**config.mk**
```make
export PLATFORM = sky130hd
export DESIGN_NAME = ilr_ram
export DESIGN_NICKNAME = d
export VERILOG_FILES = /design/src/ilr_ram.sv
export SDC_FILE = /design/constraint.sdc
export NUM_CORES = 1
export LEC_CHECK = 0
export BUFFER_PORTS_ARGS = -buffer_cell sky130_fd_sc_hd__buf_2
export CORE_MARGIN = 2
export CORE_UTILIZATION = 40
export DETAILED_ROUTE_END_ITERATION = 8
export GPL_ROUTABILITY_DRIVEN = 0
export HOLD_SLACK_MARGIN = 0.05
export PLACE_DENSITY = 0.53
export SLEW_MARGIN = 10
export SYNTH_ARGS = -nofsm -noshare
export SYNTH_HDL_FRONTEND = slang
export SYNTH_SLANG_ARGS = --single-unit
```
**constraint.sdc**
```tcl
create_clock -name i_clk -period 2.9 [get_ports i_clk]
set_clock_uncertainty 0.15 [all_clocks]
set_input_delay 0.435 -clock i_clk [delete_from_list [all_inputs] [get_ports i_clk]]
set_output_delay 0.435 -clock i_clk [all_outputs]
set_load 0.03 [all_outputs]
```
**src/ilr_ram.sv**
```systemverilog
`timescale 1ns / 1ps
// ----------------------------------------------------------------------------
// ilr_ram
// Generic simple dual-port RAM: one write port, one read port, registered read.
// ----------------------------------------------------------------------------
module ilr_ram #(
    parameter int  WIDTH = 8,
    parameter int  DEPTH = 16,
    localparam int AW    = (DEPTH > 1) ? $clog2(DEPTH) : 1
) (
    input  logic             i_clk,
    input  logic             i_we,
    input  logic [AW-1:0]    i_waddr,
    input  logic [WIDTH-1:0] i_wdata,
    input  logic [AW-1:0]    i_raddr,
    output logic [WIDTH-1:0] o_rdata
);

    logic [WIDTH-1:0] r_mem [DEPTH];
    logic [WIDTH-1:0] r_rdata;

    always_ff @(posedge i_clk) begin
        if (i_we) begin
            r_mem[i_waddr] <= i_wdata;
        end
        r_rdata <= r_mem[i_raddr];
    end

    assign o_rdata = r_rdata;

endmodule

```
After elaboration in Yosys (flattened, before gate mapping). Memories as Yosys holds them, arrays and structs flattened. A register that Yosys moved wholly into a read port is not among the register bits. Cells that the tools add are included.

Flip-flop bits (word level): 0. Bits in latches: 0. RAM bits: 128. Memory bits (read-only): 0. Input bits: 18. Output and inout bits: 8. Logic and storage cells: 3. Memories kept: 1.

Add/sub/neg operators: 0. $mul: 0. Div/mod/pow operators: 0. Order comparisons: 0. Equal/unequal tests: 0. Shift-type cells: 0. Mux-type cells: 2. Bitwise gates (word level): 0. Reduce and logical (&&, ||, !) cells: 0.

Memory list: r_mem (words 16, bits a word 8, read ports 1, clocked after Yosys merged registers in 1, wr ports 1, RTL line 19) `logic [WIDTH-1:0] r_mem [DEPTH];`.

Operator list (count): 1-bit 2-to-1 mux (2).

Logic depth before layout (Yosys ltp).
Word-level depth: 2. Mapped depth: 5. Mapped depth without buffers: 3.

Worst setup path before layout. OpenSTA, ideal clock, no wires.

Kind: in2reg. Start: input i_waddr[2]. End: memory r_mem[0][0], enable pin. Library setup time: 0.383 ns. Data arrival time: 1.545 ns. Required time: 2.367 ns. Setup slack: 0.822 ns. Stages on the path: 2. Buffers on the path: 0. Cell sequence: or3b_2 > nor3_1.

RTL lines: start, declared (RTL line 13) `input logic [AW-1:0] i_waddr,`; end, declared (RTL line 19).

Straight into the memory's write port.

Worst setup path after layout.
Start: input i_waddr[2]. End: memory r_mem[1][5], enable pin.

Straight into the memory's write port.

==> run metrics <==
status finished clean; ANT nets after route 0; Final WS setup 1.092 ns; VDD IR-drop max 0.3358 mV; hold path startpoint i_wdata[1]; worst skew pair latency 0.41 ns; CP Class in -> reg; Adder-Cell Fraction of Synth Area 0%; Syn-to-layout area delta 18.23%; clock sink count 136; All-Layer GR Usage 15.63%; PortBufs 25; routed wl met2 4.756 mm; pins over their slew limit 0; Net Count, Synth 247; Final period util 62.33%; via count 2,391; die height 117.4 um; leading post-synthesis cells by cell area edfxtp_1 75%, mux4_2 7.9%, mux4_1 7.1%; GR Overflow Total 0; total chip power 4.404 mW; worst slack, placed 0.6862 ns; syn avg cell area 22.48 sq um; main combinational cell family by area after synthesis multiplexers; RSZ-0062 raised after global routing false; IO Count 26; fin cells 464; share of layout cells above drive strength 1 27.74%; main flop type after synthesis edfxtp_1; CP required 2.78 ns; RR Startpoint r_mem[9][3]; largest area contributor in the netlist edfxtp_1; crit path cell chain buf_2 > or3b_2 > nor2_1; layout net count 298; placed insts 433; Leakage 2.049 nW; #FFs+latches synth 136; initial drt markers 173; Setup crit end kind flip-flop; async set-reset flop share out of synthesis 0%; Synth cell types 19; synthesized cell area 5147 sq um; Yosys warnings 0; startpoint types primary input; vias in the first global route 2,505; Post-Route WL 9.986 mm; Placed Area 5554 sq um; Synth Area in Compound Gates 2.333%; final core utilization 48.42%; num rows 41; slowest stage delay, CP 0.63 ns; CTS Hold Bufs 0; Setup Viol. Count Final 0; width of the die 117.4 um; CTS buffer count 17; first-pass GRT wire length 15.20 mm; Vias per Instance 5.153; Reg clk slew, reported paths 0.06 ns; clock root buffer clkbuf_16; Pre-antenna DRT Iters 4; sequential share of the synthesized area 77.78%; post-layout min period 1.808 ns; Hold Vio Cnt, Final 0; Synth Area in XOR/XNOR 0%; Max Cap Violations 0; CTS H-tree depth 4; Die Area 13,790 sq um; Power Density 723.7 nW/um^2; setup TNS 0 ns; Core ar. 12,570 sq um; DRC viols 0; Post-synth EDFFs 128; Initial Utilization 40.96%; M1 WL 4.632 mm; initial antenna violation count 0; routed len/inst 21.52 um; Hold Crit Class in -> reg; Detail Placement HPWL 6.064 mm; CTS tree done; Worst setup startpoint i_waddr[2]; final instance area 6086 sq um; Critical Path AT 1.69 ns; fmax 553.2 MHz; WHS 0.2632 ns; worst slew pin tran 0.7956 ns; worst-path fanout max 8; Synth Instances 229; Max stage delay cell, worst path nor2_1; Clock Path Buffers 2; largest net degree at the start of global routing 33; post-CTS setup buffer count 0; post-synthesis mux area share 15.02%; post-CTS sizing 0; top cell type's share of synthesized area 74.67%; Simple-Gate Fraction of Synth Area 3.184%; met3 WL 446 um; Slew headroom 46.76%; top layer reached by signal wires met4; Antenna Cells 0
[final timing paths]
kind	end	slack, ns	cells after the start
max	r_mem[1][5]	1.09	3
min	r_mem[0][1]	0.26	1
max reg2reg	o_rdata[3]	1.42	3
min reg2reg	o_rdata[5]	0.53	3
[routing by layer]
metal	track usage, %	vias to the layer above
li1	-	1076
met1	20.68	1244
met2	23.68	57
met3	5.156	14
met4	7.003	0
met5	0	-
[synthesized netlist by cell type (2+ instances only)]
cell and instances:
edfxtp_1 128, mux4_2 18, a22oi_1 16, mux4_1 14, nor2_1 13, nand2_1 9
dfxtp_1 8, nor3_1 4, buf_2 3, buf_6 3, clkdlybuf4s25_2 3, nand2b_1 2
nand3b_1 2
[flip-flops by register name (all words and copies together) (netlist names)]
register / cells
o_rdata: 8
r_mem: 128
[layout make-up]
type                            count  area, sq um
Tap cell                          172        215.2
Fill cell                        1059         6482
Multi-Input combinational cell     83         1057
Clock inverter                      5        72.57
Timing Repair Buffer               42        277.8
Sequential cell                   136         4004
Clock buffer                       26        459.2
[kinds of logic after synthesis]
kind of cell / count (synthesis)
AO/OA/AOI/OAI: 16
buffers and inverters: 10
flip-flops: 136
multiplexers: 32
AND/OR/NAND/NOR: 35
[critical path, delay by kind of cell]
| family | cells | cell delay (ns) |
|---|---|---|
| buf+inv | 1 | 0.12 |
| simple gates | 2 | 1.14 |
[report_power, final]
group          leakage, nW  internal, mW  total (mW)  switching (mW)
combinational        0.570        0.0874       0.225           0.137
sequential            1.22          2.20        2.21          0.0131
clock                0.255          1.25        1.97           0.715
total                 2.05          3.54        4.40           0.865
[layout by cell type, fill, tap and decap left out, types with 2 or more instances in the layout]
| cell type | n |
|---|---|
| a22oi_1 | 16 |
| buf_12 | 2 |
| buf_2 | 25 |
| buf_4 | 15 |
| bufinv_16 | 2 |
| clkbuf_1 | 9 |
| clkbuf_16 | 17 |
| clkinv_1 | 2 |
| dfxtp_1 | 8 |
| edfxtp_1 | 128 |
| mux4_1 | 14 |
| mux4_2 | 18 |
| nand2_1 | 9 |
| nand2b_1 | 2 |
| nand3b_1 | 2 |
| nor2_1 | 13 |
| nor3_1 | 4 |
Power figures use the tool's default switching activity.
